<file path="config.mk">
export PLATFORM = sky130hd
export DESIGN_NAME = nsc_parser
export DESIGN_NICKNAME = d
export VERILOG_FILES = /design/src/rtl/core/nsc_pkg.sv /design/src/rtl/core/nsc_parser.sv
export SDC_FILE = /design/constraint.sdc
export NUM_CORES = 1
export LEC_CHECK = 0
export ABC_AREA = 1
export BUFFER_PORTS_ARGS = -buffer_cell sky130_fd_sc_hd__buf_2
export CELL_PAD_IN_SITES_DETAIL_PLACEMENT = 0
export CELL_PAD_IN_SITES_GLOBAL_PLACEMENT = 2
export CORE_MARGIN = 1
export CORE_UTILIZATION = 33
export CTS_BUF_LIST = sky130_fd_sc_hd__clkbuf_4
export DETAILED_ROUTE_END_ITERATION = 7
export PLACE_DENSITY = 0.87
export SLEW_MARGIN = 20
export SYNTH_ARGS = -nofsm -noshare
export SYNTH_HDL_FRONTEND = slang
export SYNTH_SLANG_ARGS = --single-unit
export TNS_END_PERCENT = 10
</file>
<file path="constraint.sdc">
create_clock -name i_clk -period 2.6 [get_ports i_clk]
set_input_delay 0.52 -clock i_clk [delete_from_list [all_inputs] [get_ports i_clk]]
set_output_delay 0.52 -clock i_clk [all_outputs]
set_load 0.05 [all_outputs]
</file>
<file path="src/rtl/core/nsc_pkg.sv">
// Package for the sentence checker: phase and kind codes, summary struct and decode helpers.
`timescale 1ns / 1ps

package nsc_pkg;

    // ASCII codes the parser reacts to
    localparam logic [7:0] CH_DOLLAR = 8'h24;
    localparam logic [7:0] CH_STAR   = 8'h2A;
    localparam logic [7:0] CH_COMMA  = 8'h2C;
    localparam logic [7:0] CH_CR     = 8'h0D;
    localparam logic [7:0] CH_LF     = 8'h0A;

    localparam logic [5:0] COMMA_MAX = 6'd63;

    // Sentence parse phase
    typedef enum logic [2:0] {
        PH_IDLE   = 3'd0,
        PH_TALKER = 3'd1,
        PH_TYPE   = 3'd2,
        PH_BODY   = 3'd3,
        PH_STAR   = 3'd4,
        PH_HEX1   = 3'd5,
        PH_HEX2   = 3'd6,
        PH_BAD    = 3'd7
    } t_phase;

    // Sentence type codes as reported
    typedef enum logic [2:0] {
        KIND_NONE = 3'd0,
        KIND_GGA  = 3'd1,
        KIND_RTK  = 3'd2,
        KIND_RMC  = 3'd3,
        KIND_GST  = 3'd4,
        KIND_HDT  = 3'd5,
        KIND_VTG  = 3'd6
    } t_kind;

    // Parser state handed to the report stage at sentence end
    typedef struct packed {
        logic        hex_done;
        logic        talker_good;
        logic [7:0]  calc_sum;
        logic [23:0] kind_chars;
        logic [2:0]  kind_length;
        logic [5:0]  comma_count;
        logic [7:0]  recv_sum;
    } t_summary;

    // Hex digit decode: bit 4 flags a valid digit, either case
    function automatic logic [4:0] hex_decode(input logic [7:0] b);
        logic [4:0] res;
        res = 5'd0;
        if (b >= 8'h30 && b <= 8'h39) begin
            res = {1'b1, b[3:0]};
        end else if ((b >= 8'h41 && b <= 8'h46) || (b >= 8'h61 && b <= 8'h66)) begin
            res = {1'b1, b[3:0] + 4'd9};
        end
        return res;
    endfunction

    // Known talkers: GP, GN, GL, WT, IN
    function automatic logic talker_known(input logic [7:0] a, input logic [7:0] b);
        return (a == 8'h47 && (b == 8'h50 || b == 8'h4E || b == 8'h4C)) ||
               (a == 8'h57 && b == 8'h54) || (a == 8'h49 && b == 8'h4E);
    endfunction

    // Type decode, only three-letter types are known
    function automatic t_kind kind_decode(input logic [23:0] chars, input logic [2:0] len);
        t_kind k;
        k = KIND_NONE;
        if (len == 3'd3) begin
            case (chars)
                24'h474741: k = KIND_GGA;
                24'h52544B: k = KIND_RTK;
                24'h524D43: k = KIND_RMC;
                24'h475354: k = KIND_GST;
                24'h484454: k = KIND_HDT;
                24'h565447: k = KIND_VTG;
                default:    k = KIND_NONE;
            endcase
        end
        return k;
    endfunction

    // Minimum field count per type; unknown types never pass
    function automatic logic [5:0] kind_minimum(input t_kind k);
        logic [5:0] m;
        case (k)
            KIND_GGA: m = 6'd12;
            KIND_RTK: m = 6'd26;
            KIND_RMC: m = 6'd10;
            KIND_GST: m = 6'd9;
            KIND_HDT: m = 6'd2;
            KIND_VTG: m = 6'd6;
            default:  m = 6'd63;
        endcase
        return m;
    endfunction

endpackage

</file>
<file path="src/rtl/core/nsc_parser.sv">
// Per-byte sentence parser: phase, running XOR, talker, type and comma tracking.
`timescale 1ns / 1ps

module nsc_parser
    import nsc_pkg::*;
(
    input  logic       i_clk,
    input  logic       i_rst_n,
    input  logic       i_fire,
    input  logic [7:0] i_byte,
    output logic       o_end,
    output t_summary   o_summary
);

    t_phase      r_phase, n_phase;
    logic [7:0]  r_xor, n_xor;
    logic [7:0]  r_talker_first, n_talker_first;
    logic        r_talker_good, n_talker_good;
    logic [23:0] r_kind_chars, n_kind_chars;
    logic [2:0]  r_kind_len, n_kind_len;
    logic [5:0]  r_comma, n_comma;
    logic [7:0]  r_rx_sum, n_rx_sum;

    logic       w_eol;
    logic [4:0] w_hex;

    assign w_eol = (i_byte == CH_CR) || (i_byte == CH_LF);
    assign w_hex = hex_decode(i_byte);

    // Next state for one beat
    always_comb begin
        n_phase        = r_phase;
        n_xor          = r_xor;
        n_talker_first = r_talker_first;
        n_talker_good  = r_talker_good;
        n_kind_chars   = r_kind_chars;
        n_kind_len     = r_kind_len;
        n_comma        = r_comma;
        n_rx_sum       = r_rx_sum;
        if (i_fire && (i_byte == CH_DOLLAR || (r_phase != PH_IDLE && w_eol))) begin
            // start, restart or end: clear sentence state
            n_phase        = (i_byte == CH_DOLLAR) ? PH_TALKER : PH_IDLE;
            n_xor          = 8'd0;
            n_talker_first = 8'd0;
            n_talker_good  = 1'b0;
            n_kind_chars   = 24'd0;
            n_kind_len     = 3'd0;
            n_comma        = 6'd0;
            n_rx_sum       = 8'd0;
        end else if (i_fire && r_phase != PH_IDLE) begin
            if (r_phase == PH_STAR || r_phase == PH_HEX1 ||
                r_phase == PH_HEX2 || r_phase == PH_BAD) begin
                // checksum digits after the star
                if (r_phase == PH_STAR && w_hex[4]) begin
                    n_rx_sum = {4'd0, w_hex[3:0]};
                    n_phase  = PH_HEX1;
                end else if (r_phase == PH_HEX1 && w_hex[4]) begin
                    n_rx_sum = {r_rx_sum[3:0], w_hex[3:0]};
                    n_phase  = PH_HEX2;
                end else begin
                    n_phase = PH_BAD;
                end
            end else if (i_byte == CH_STAR) begin
                n_phase = PH_STAR;
            end else begin
                n_xor = r_xor ^ i_byte;
                if (i_byte == CH_COMMA && r_comma != COMMA_MAX) begin
                    n_comma = r_comma + 6'd1;
                end
                if (r_phase == PH_TALKER) begin
                    if (r_kind_len == 3'd0) begin
                        n_talker_first = i_byte;
                        n_kind_len     = 3'd1;
                    end else begin
                        n_talker_good = talker_known(r_talker_first, i_byte);
                        n_kind_len    = 3'd0;
                        n_phase       = PH_TYPE;
                    end
                end else if (r_phase == PH_TYPE) begin
                    if (i_byte == CH_COMMA) begin
                        n_phase = PH_BODY;
                    end else if (r_kind_len < 3'd3) begin
                        n_kind_chars = {r_kind_chars[15:0], i_byte};
                        n_kind_len   = r_kind_len + 3'd1;
                    end else begin
                        n_kind_len = 3'd4;
                    end
                end
            end
        end
    end

    // Outputs: sentence end strobe and current state snapshot
    always_comb begin
        o_end                 = i_fire && w_eol && r_phase != PH_IDLE;
        o_summary.hex_done    = (r_phase == PH_HEX2);
        o_summary.talker_good = r_talker_good;
        o_summary.calc_sum    = r_xor;
        o_summary.kind_chars  = r_kind_chars;
        o_summary.kind_length = r_kind_len;
        o_summary.comma_count = r_comma;
        o_summary.recv_sum    = r_rx_sum;
    end

    // State registers
    always_ff @(posedge i_clk) begin
        if (!i_rst_n) begin
            r_phase        <= PH_IDLE;
            r_xor          <= 8'd0;
            r_talker_first <= 8'd0;
            r_talker_good  <= 1'b0;
            r_kind_chars   <= 24'd0;
            r_kind_len     <= 3'd0;
            r_comma        <= 6'd0;
            r_rx_sum       <= 8'd0;
        end else begin
            r_phase        <= n_phase;
            r_xor          <= n_xor;
            r_talker_first <= n_talker_first;
            r_talker_good  <= n_talker_good;
            r_kind_chars   <= n_kind_chars;
            r_kind_len     <= n_kind_len;
            r_comma        <= n_comma;
            r_rx_sum       <= n_rx_sum;
        end
    end

endmodule

</file>
# [Word level (Yosys, flattened, before mapping)]
# Index checks and enable logic that the tools add are counted.
# Widths: inputs -> output; s select.
[totals] reg_bits=61 wordCells=106 out_inout_bits=52
[op_classes] n_lt_le_gt_ge=7 n_mux=20 n_addsub=3 n_bitwise=7 n_reduce_logical=40 eq_ne=21
[ops] cell="$eq 8x7->1 const B" n=7
[ops] cell="$mux 3" n=12
[ops] cell="$eq 8x6->1 const B" n=3
[ops] cell="$eq 8x4->1 const B" n=2
[ops] cell="$ge 8x7->1 const B" n=2
[ops] cell="$le 8x7->1 const B" n=2
[ops] cell="$mux 8" n=2
[ops] cell="$reduce_and 5->1" n=3
[ops] cell="$logic_and 1x1->1" n=14
[ops] cell="$eq 3x3->1 const B" n=4
[ops] cell="$logic_or 1x1->1" n=10
[ops] cell="$mux 5" n=2
[ops] cell="$reduce_bool 5->1" n=2
[ops] cell="$ge 8x6->1 const B" n=1
[ops] cell="$le 8x6->1 const B" n=1
[ops] cell="$reduce_and 4->1" n=2
[ops] cell="$xor 8x8->8" n=1
[ops] cell="$reduce_and 7->1" n=1
[ops] cell="$add 6x1->6 const B" n=1
[ops] cell="$ne 6x6->1 const B" n=1
[ops] cell="$not 1->1" n=6
[ops] cell="$reduce_and 3->1" n=2
[ops] cell="$reduce_bool 2->1" n=3
[ops] cell="$ne 5x5->1 const B" n=1
[ops] cell="other kinds (11)" n=13

# [Depth between registers and ports, before layout]
# Gate-level depths: netlist of the first run.
[logic_depth] ltp_word=11 ltp_mapped=12 depth_no_buf=11

# [Worst setup path after synthesis of the first run]
# OpenSTA, ideal clock, no wires.
[synth_path] path_type="reg2out" start="reg r_phase[2]" end="out o_summary[50] in the netlist's numbering" t_required_ps=2080 n_path_buf=1 t_arrival_ps=1543 stages_incl_launch_ff=4 path_slack_ps=537 cell_sequence="dfxtp_1 -> buf_4 -> inv_2 -> nor3_1"
[synth_lines] item="start, declared" line_no="nsc_parser.sv:15" text="t_phase r_phase, n_phase;"
[synth_lines] item="start signal, assigned" line_no="nsc_parser.sv:117" text="r_phase <= n_phase;"
[synth_lines] item="end, declared" line_no="nsc_parser.sv:12" text="output t_summary o_summary"

# [Final worst setup path of the first run]
[layout_path] start="reg r_phase[2]" end="out o_end"
[layout_via] elab_chain_len=2
[layout_rtl] item="$reduce_bool 3->1" line_no="nsc_parser.sv:95" text="o_end = i_fire && w_eol && r_phase != PH_IDLE;"
[layout_rtl] item="$logic_and 1x1->1" line_no="nsc_parser.sv:95"
[layout_rtl] item="end, declared" line_no="nsc_parser.sv:11" text="output logic o_end,"
# No other way between the ends.

==> flow_summary.ini, run 1 <==
[run_status]
outcome = complete, no violations

[worst_setup_path]
startpoint = r_phase[2]$_SDFFE_PN0P_
criticalPathCategory = flop to primary output
critPathBufInv = 3
startpoint_class_of_the_critical_path = flop
cp.required_ps = 2080
cp_max_fo = 7
worst-r2r-cell-count = 8
critical_path.cell_chain = inv_2 -> a21oi_4 -> nand3_2 -> inv_1 -> buf_2
critical_path_depth = 5
critical_path.endpoint = o_end
cp_top_family = flip-flops
worst_ep_arrival_time_ps = 1790
worst_r2r_endpoint = r_kind_chars[22]$_SDFFE_PP0P_
timing.critical_path.to_type = primary output
crit_path_max_incr_delay_ps = 510
ff2ff_setup_slack_ps = 740
critical_path.slowest_cell = dfxtp_1
timing.rr.start = r_phase[2]$_SDFFE_PN0P_

[timing]
report.final.setup_viol = 0
finalSetupTns_ps = 0
grt_setup_unrepaired = false
fmax_mhz = 433
period_share_pct = 88.8
fin_crit_ps = 2310
skew_ps = 23.0
tightestPinTransition_ps = 445
timing_max_transition_violations_final = 0
max-slew-margin-rel_pct = 70.3
finalHoldViolCount = 0

[synthesis]
ys_ff_latch = 61
synth-edff-count = 0
synthTopCellsByArea = dfxtp_1, nand2_1, a21oi_1
seq_area_frac_synth_pct = 42.0
synth_top_cell_by_area = dfxtp_1
synth_area_um2 = 2910
yosys_warnings = 0
syn_nets = 419
synth_top_flop_cell = dfxtp_1
ys_types = 29
async_flop_share_pct = 0
synth_largest_type_area_fraction_pct = 42.0
synth.avg_cell_area_um2 = 7.27
postSynthCellCount = 400

[global_routing]
antenna_found_initial = 0
grt_first_pass_wirelength_um = 11600
maximum_number_of_pins_on_one_net_before_global_route_repair = 35
global_route.usage.total_pct = 16.4
grt.overflow.total = 0
vias_in_the_first_global_route = 2424

[detailed_routing]
dr.pass1.iters = 4
totalWireLength_um = 7040
route.detailed.drc = 0
detail_route.iter0.violations = 98
ant_nets = 0
routedWlPerCell_um = 12.4
avgViaCountPerCell = 4.74
route.vias.total = 2696

[floorplan]
dieWidth_um = 95.9
die-area_um2 = 9190
coreArea_um2 = 8380
die_height_um = 95.9
io_pins = 63
fp-row-count = 33
floorplan.initialDensity_pct = 34.7

[clocking]
post-cts-setup-buffer-count = 0
h-tree-depth = 3
clock_tree.buffer_depth = 2
hold_buffers = 0
cts.reportedPaths.clkPinSlew_ps = 100
post_cts.resized_instances = 0
cts-buffers-inserted = 9
clock-sinks = 61
insertion_delay_ps = 420
cts_root_buffer = clkbuf_4
tritoncts = built

[finish]
flow.area_growth_from_synthesis_pct = 17.6
final_area_um2 = 3420
num_antenna_cells = 0
finish.cell_count_without_fillers = 569
most_used_cells_in_the_layout_excluding_fill_and_tap_cells = nand2_1, buf_2, dfxtp_1
final_common_cell = nand2_1
layout_cells_sized_above_1_pct = 21.1
fin_nets = 479
fillers = 932

[pwr]
sequential_share_of_power_pct = 55.2
power_switching_uw = 433
power.leakage_nw = 1.59
switching_fraction_pct = 25.6
vdd.ir_drop.worst_v = 0.000306
power_frac_clock_pct = 39.9
powerDensity_nw_per_um2 = 495
p_int_mw = 1.26
comb_power_share_pct = 4.9

[worst_hold_path]
hold_path.class = input pin to flop

[placed_design]
placed_cells_incl_taps = 554
place.gp.congestion = 0.813
place.detailed.hpwl_um = 5040
portBuffers = 62
postPlaceCellArea_um2 = 3280

[run]
max-cap-violations = 0
[metal layers]
| metal | vias to the layer above | global-route usage [%] | share of wire, % |
|---|---|---|---|
| met5 | - | 0 | 0 |
| met4 | 0 | 6.72 | 1.5 |
| met3 | 11 | 3.95 | 5.1 |
| li1 | 1424 | - | - |
| met2 | 68 | 24.6 | 41 |
| met1 | 1193 | 22.5 | 52 |
[flip-flops by register name (all words and copies together), names as in the netlist]
name            count
r_talker_good       1
r_comma             6
r_xor               8
r_talker_first      8
r_kind_len          3
r_phase             3
r_rx_sum            8
r_kind_chars       24
[cells by family after synthesis]
group / count (synthesis) / share of synthesized area [%]
fa+ha+maj: 8 / 3.44
compound gates: 89 / 15.8
buf+inv: 59 / 9.17
xor+xnor: 6 / 1.81
flops: 61 / 42.0
simple gates: 177 / 27.8
[tightest hold or removal path, stage by stage]
cell	delay [ps]
buf_2	110
nand2_1	60
nor2_1	40
[final cells by class]
type | instances | area, µm² | area share [%]
timing repair buffer | 66 | 353 | 10.3
inverter | 42 | 158 | 4.61
clock inverter | 5 | 62.6 | 1.83
clock buffer | 10 | 75.1 | 2.19
sequential | 61 | 1220 | 35.7
tap | 105 | 131 | 3.84
multi-input combinational | 280 | 1420 | 41.5
[worst min-delay path by stage]
stage                                               from                              to  slack (ps)  cells after the start
after floorplan           r_talker_first[7]$_SDFFE_PP0P_  r_talker_first[7]$_SDFFE_PP0P_         430                      2
after global placement    r_talker_first[7]$_SDFFE_PP0P_  r_talker_first[7]$_SDFFE_PP0P_         440                      2
after detailed placement  r_talker_first[7]$_SDFFE_PP0P_  r_talker_first[7]$_SDFFE_PP0P_         450                      2
after CTS                                        i_rst_n         r_phase[0]$_SDFFE_PN0P_         330                      3
after global routing                             i_rst_n         r_phase[0]$_SDFFE_PN0P_         350                      3
final                                            i_rst_n         r_phase[0]$_SDFFE_PN0P_         350                      3
[metrics by stage]
step	total power [mW]	util, %	setup WS (ps)	hold WS (ps)
2_1_floorplan	1.01	-	537	428
3_3_place_gp	1.04	39.2	350	444
3_5_place_dp	1.04	39.2	330	454
4_1_cts	1.71	40.8	242	331
5_1_grt	1.77	40.8	141	355
6_report	1.69	40.8	291	352
[power groups by stage]
stage | Combinational (mW) | Clock (mW) | Sequential [mW]
after floorplan | 0.0540 | 0 | 0.956
after global placement | 0.0840 | 0 | 0.956
after detailed placement | 0.0831 | 0 | 0.956
after CTS | 0.0833 | 0.697 | 0.935
after global routing | 0.0937 | 0.738 | 0.935
final | 0.0826 | 0.675 | 0.934
[synthesized netlist by cell type (2+ instances only)]
cell and instances:
nor2_2 2, ha_1 8, xnor2_1 3, buf_2 8
nand4_1 3, inv_2 4, nor2_4 3, nand4_2 2
dfxtp_1 61, nand3_2 3, inv_1 38, o21ai_0 39
buf_4 7, a21oi_1 46, nand3_1 17, nor3_1 12
xor2_1 3, o21ai_1 2, and3_1 8, nor2_1 57
nand2_1 66
Power figures use the tool's default switching activity.
==> run 2, diff against run 1 <==
- CAP_MARGIN: default -> 20
- CORE_UTILIZATION: 33 -> 31
- PLACE_DENSITY: 0.87 -> 0.82
- clock period: 2.6 -> 2.4 ns (I/O delays scaled with it)
==> run 2 against run 1 <==
Net effect:
- core utilization fell by 2.5 points
- cell count rose by 0.53%
- via count barely moved
- first-iteration DRC count rose by 19%
- worst hold slack got worse by 56 ps
- clock-buffer cell count fell by 1
- critical path type unchanged
- largest cell class unchanged
==> flow_summary.ini, run 2 (synthesis results as in run 1) <==
[timing]
fin_ws_ps = 219
report.final.setup_viol = 0
timing_max_transition_violations_final = 0
fin_crit_ps = 2180
grt_setup_unrepaired = false
period_share_pct = 90.9
tightestPinTransition_ps = 470
finalHoldViolCount = 0
max-slew-margin-rel_pct = 68.6
skew_ps = 15.4
fmax_mhz = 459
finalSetupTns_ps = 0

[floorplan]
dieWidth_um = 98.9
fp-row-count = 34
die-area_um2 = 9770
io_pins = 63
die_height_um = 98.9
floorplan.initialDensity_pct = 32.7
coreArea_um2 = 8890

[placed_design]
portBuffers = 62
pre_cts_slack_ps = 84.2
postPlaceCellArea_um2 = 3290
place.detailed.hpwl_um = 4960
place.gp.congestion = 0.787
placed_cells_incl_taps = 556

[global_routing]
grt.overflow.total = 0
grt_first_pass_wirelength_um = 12000
global_route.usage.total_pct = 15.7
maximum_number_of_pins_on_one_net_before_global_route_repair = 35
antenna_found_initial = 0
vias_in_the_first_global_route = 2473

[clocking]
insertion_delay_ps = 420
cts_root_buffer = clkbuf_4
h-tree-depth = 3
cts-buffers-inserted = 9
clock_tree.buffer_depth = 2
cts.reportedPaths.clkPinSlew_ps = 120
clock-sinks = 61
tritoncts = built
hold_buffers = 0

[pwr]
power.leakage_nw = 1.57
powerDensity_nw_per_um2 = 512
fin_total_pwr_mw = 1.75
vdd.ir_drop.worst_v = 0.000166

[detailed_routing]
detail_route.iter0.violations = 117
dr.pass1.iters = 4
ant_nets = 0
route.detailed.drc = 0
routedWlPerCell_um = 12.4
totalWireLength_um = 7100
route.vias.total = 2697
avgViaCountPerCell = 4.72

[finish]
flip_flop_count_of_the_largest_register_all_copies_and_words_added = 24
max_flop_register = r_kind_chars
flow.area_growth_from_synthesis_pct = 17.3
finish.cell_count_without_fillers = 572
final_area_um2 = 3410
num_antenna_cells = 0
fin_nets = 478
most_used_cells_in_the_layout_excluding_fill_and_tap_cells = nand2_1, buf_2, dfxtp_1
fillers = 976
layout_cells_sized_above_1_pct = 20.9
final_common_cell = nand2_1

[worst_setup_path]
crit_path_max_incr_delay_ps = 430
critical_path.slowest_cell = dfxtp_2
critPathBufInv = 3
cp.required_ps = 1920
criticalPathCategory = flop to primary output
critical_path.cell_chain = inv_2 -> a21oi_4 -> nand3_2 -> inv_1 -> buf_2
cp_max_fo = 7
startpoint_class_of_the_critical_path = flop
timing.critical_path.to_type = primary output
cp_top_family = buffers and inverters
worst_ep_arrival_time_ps = 1700

[run_status]
outcome = complete, no violations

[worst_hold_path]
hold_path.class = input pin to flop

[run]
max-cap-violations = 0
-- run 2: changes by cell type in the layout (fill, tap and decap cells not counted), sizes merged --
| cell | delta |
|---|---|
| buf | -1 |
| bufinv | -1 |
| clkbuf | -1 |
| inv | +3 |
-- run 2: what timing repair did --
action / CTS / global route
resized for setup: 0 / 1
buffers inserted: 0 / 0
endpoints found under the setup margin: 0 / 1
-- run 2: metal layers --
metal	up-vias	global-route usage, %	wire length (µm)
met3	11	3.83	300
met2	52	22.8	3030
met4	0	7.23	132
met5	-	0	0
met1	1217	21.7	3640
li1	1417	-	-
-- run 2: area by class of cell --
class                           count  area (µm²)  share of cell area [%]
Multi-Input combinational cell    280        1420                    41.7
Tap cell                          108         135                    3.96
Inverter                           42         158                    4.62
Sequential cell                    61        1220                    35.9
Timing Repair Buffer               65         358                    10.5
Clock inverter                      7        48.8                    1.43
Clock buffer                        9        67.6                    1.98
-- run 2: worst paths after layout --
kind	start	end	slack [ps]	cells past startpoint
setup / recovery	r_phase[2]$_SDFFE_PN0P_	o_end	220	5
hold / removal	i_rst_n	r_phase[0]$_SDFFE_PN0P_	300	3
setup reg to reg	r_phase[2]$_SDFFE_PN0P_	r_kind_chars[2]$_SDFFE_PP0P_	570	7
hold reg to reg	r_talker_first[7]$_SDFFE_PP0P_	r_talker_first[7]$_SDFFE_PP0P_	460	2
-- run 2: through the flow --
stage	util (%)	hold slack (ps)
2_1_floorplan	-	428
3_3_place_gp	37.0	447
3_5_place_dp	37.0	449
4_1_cts	38.3	274
5_1_grt	38.3	291
6_report	38.3	295
-- run 2: power breakdown --
part / internal, mW / switching, mW
sequential: 1.01 / 0.000235
combinational: 0.0254 / 0.0640
clock: 0.216 / 0.429
total: 1.25 / 0.494
-- run 2: worst register-to-register path: stages (launching register included) --
cell	delay [ps]
dfxtp_2	430
inv_2	100
a21oi_4	240
inv_2	70
nor2_4	130
nand3_2	360
o21ai_0	320
a21oi_1	60
==> run 3, diff against run 2 <==
- clock period: 2.4 -> 2.2 ns (I/O delays scaled with it)
==> run 3 against run 2 <==
Net effect:
- global-route usage grew 0.31 points
- worst setup slack lost 61 ps
- design area grew 2.2%
- critical path depth grew 3
- total power grew 16%
- routed wire length grew 1.7%
- first-iteration DRC count shrank 32%
- clock power grew 26%
==> flow_summary.ini, run 3 (synthesis results as in run 1) <==
[worst_setup_path]
critical_path.slowest_cell = clkbuf_4
crit_path_frequent_cell = inv_1
timing.critical_path.to_type = primary output
cp_top_family = buffers and inverters
cp_max_fo = 7
critical_path.cell_chain = buf_2 -> inv_1 -> ha_1 -> inv_1 -> o21ai_0 -> nand3_2 -> inv_1 -> clkbuf_4
worst_ep_arrival_time_ps = 1600
criticalPathCategory = input pin to primary output
crit_path_max_incr_delay_ps = 230
startpoint_class_of_the_critical_path = input pin
cp.required_ps = 1760
critPathBufInv = 5

[placed_design]
place.detailed.hpwl_um = 5180
portBuffers = 62
placed_cells_incl_taps = 563
place.gp.congestion = 0.797
postPlaceCellArea_um2 = 3330
pre_cts_slack_ps = 70.7

[pwr]
power.leakage_nw = 1.62
comb_power_share_pct = 5.2
powerDensity_nw_per_um2 = 581
power_frac_clock_pct = 40.3
power_switching_uw = 512
fin_total_pwr_mw = 2.02
sequential_share_of_power_pct = 54.5
switching_fraction_pct = 25.3
vdd.ir_drop.worst_v = 0.000237
p_int_mw = 1.51

[timing]
fin_ws_ps = 158
finalSetupTns_ps = 0
timing_max_transition_violations_final = 0
period_share_pct = 92.8
fmax_mhz = 490
fin_crit_ps = 2040
max-slew-margin-rel_pct = 70.0
report.final.setup_viol = 0
grt_setup_unrepaired = false
skew_ps = 22.7
tightestPinTransition_ps = 448
finalHoldViolCount = 0

[finish]
seq_area_um2 = 1230
finish.cell_count_without_fillers = 579
flow.area_growth_from_synthesis_pct = 19.8
max_flop_register = r_kind_chars
flip_flop_count_of_the_largest_register_all_copies_and_words_added = 24
final_common_cell = nand2_1
num_antenna_cells = 0
layout_cells_sized_above_1_pct = 22.7
most_used_cells_in_the_layout_excluding_fill_and_tap_cells = nand2_1, buf_2, dfxtp_1
multi_input_area_um2 = 1420
fillers = 965
final_area_um2 = 3480
fin_nets = 485

[floorplan]
coreArea_um2 = 8890
floorplan.initialDensity_pct = 32.7
die-area_um2 = 9770
io_pins = 63
die_height_um = 98.9
fp-row-count = 34
dieWidth_um = 98.9

[worst_hold_path]
hold_path.class = input pin to flop

[detailed_routing]
ant_nets = 0
totalWireLength_um = 7220
routedWlPerCell_um = 12.5
dr.pass1.iters = 4
route.detailed.drc = 0
avgViaCountPerCell = 4.73
detail_route.iter0.violations = 79
route.vias.total = 2736

[global_routing]
antenna_found_initial = 0
maximum_number_of_pins_on_one_net_before_global_route_repair = 35
global_route.usage.total_pct = 16.0
grt_first_pass_wirelength_um = 12300
grt.overflow.total = 0
vias_in_the_first_global_route = 2575

[clocking]
tritoncts = built
h-tree-depth = 3
cts.reportedPaths.clkPinSlew_ps = 100
insertion_delay_ps = 420
post-cts-setup-buffer-count = 0
clock-sinks = 61
hold_buffers = 0
cts-buffers-inserted = 9
cts_root_buffer = clkbuf_4
clock_tree.buffer_depth = 2

[run]
max-cap-violations = 0

[run_status]
outcome = complete, no violations
==> run 3: cell types whose count changed in the layout (fill, tap and decap cells not counted) <==
cell	change
clkinv_4	+3
bufinv_16	+1
dfxtp_1	-1
clkinv_2	+1
buf_4	+8
clkinv_1	-2
inv_6	-3
buf_2	-1
clkbuf_4	+3
clkinvlp_4	-2
buf_12	-1
dfxtp_4	+1
==> run 3: metal layers <==
metal	vias to the layer above	wire, µm	global-route usage (%)	part of all wire [%]
met2	68	3050	23.9	42
met3	4	325	4.47	4.5
met4	0	53	5.17	0.73
met5	-	0	0	0
met1	1228	3780	22.1	52
li1	1436	-	-	-
==> run 3: worst paths after layout <==
kind / startpoint / end / slack [ps] / cells after the start
setup / recovery: i_byte[1] / o_end / 160 / 8
hold / removal: i_rst_n / r_phase[0]$_SDFFE_PN0P_ / 260 / 3
setup reg to reg: r_phase[1]$_SDFFE_PN0P_ / r_kind_chars[15]$_SDFFE_PP0P_ / 490 / 8
hold reg to reg: r_talker_first[7]$_SDFFE_PP0P_ / r_talker_first[7]$_SDFFE_PP0P_ / 460 / 2
==> run 3: power groups by stage <==
stage	Combinational, mW	Clock, mW	Sequential, mW
2_1_floorplan	0.0638	0	1.13
3_3_place_gp	0.106	0	1.13
5_1_grt	0.120	0.906	1.10
6_report	0.106	0.815	1.10
4_1_cts	0.108	0.852	1.10
3_5_place_dp	0.107	0	1.13
==> run 3: layout make-up <==
type                    instances  area share (%)
flip-flops and latches         61            35.2
multi-input cells             280            40.8
repair buffers                 72            11.5
inverters                      42            4.53
clock buffers                  11            2.37
clock inverters                 5            1.76
well taps                     108            3.88
==> run 3: worst reg2reg max path, delay by kind of cell, from the launching register on <==
family | cells | cell delay, ps
buf+inv | 1 | 100
flops | 1 | 360
compound gates | 2 | 280
simple gates | 5 | 910
==> run 3: per-stage QoR <==
stage / hold slack, ps / util [%]
after global routing: 225 / 39.2
after global placement: 441 / 37.5
after detailed placement: 446 / 37.5
after CTS: 236 / 39.1
after floorplan: 428 / -
final: 259 / 39.2
==> run 3: repair_timing <==
item	in CTS	in global routing
resized for setup	1	3
gates cloned	0	0
pin swaps	0	1
endpoints found under the setup margin	1	1
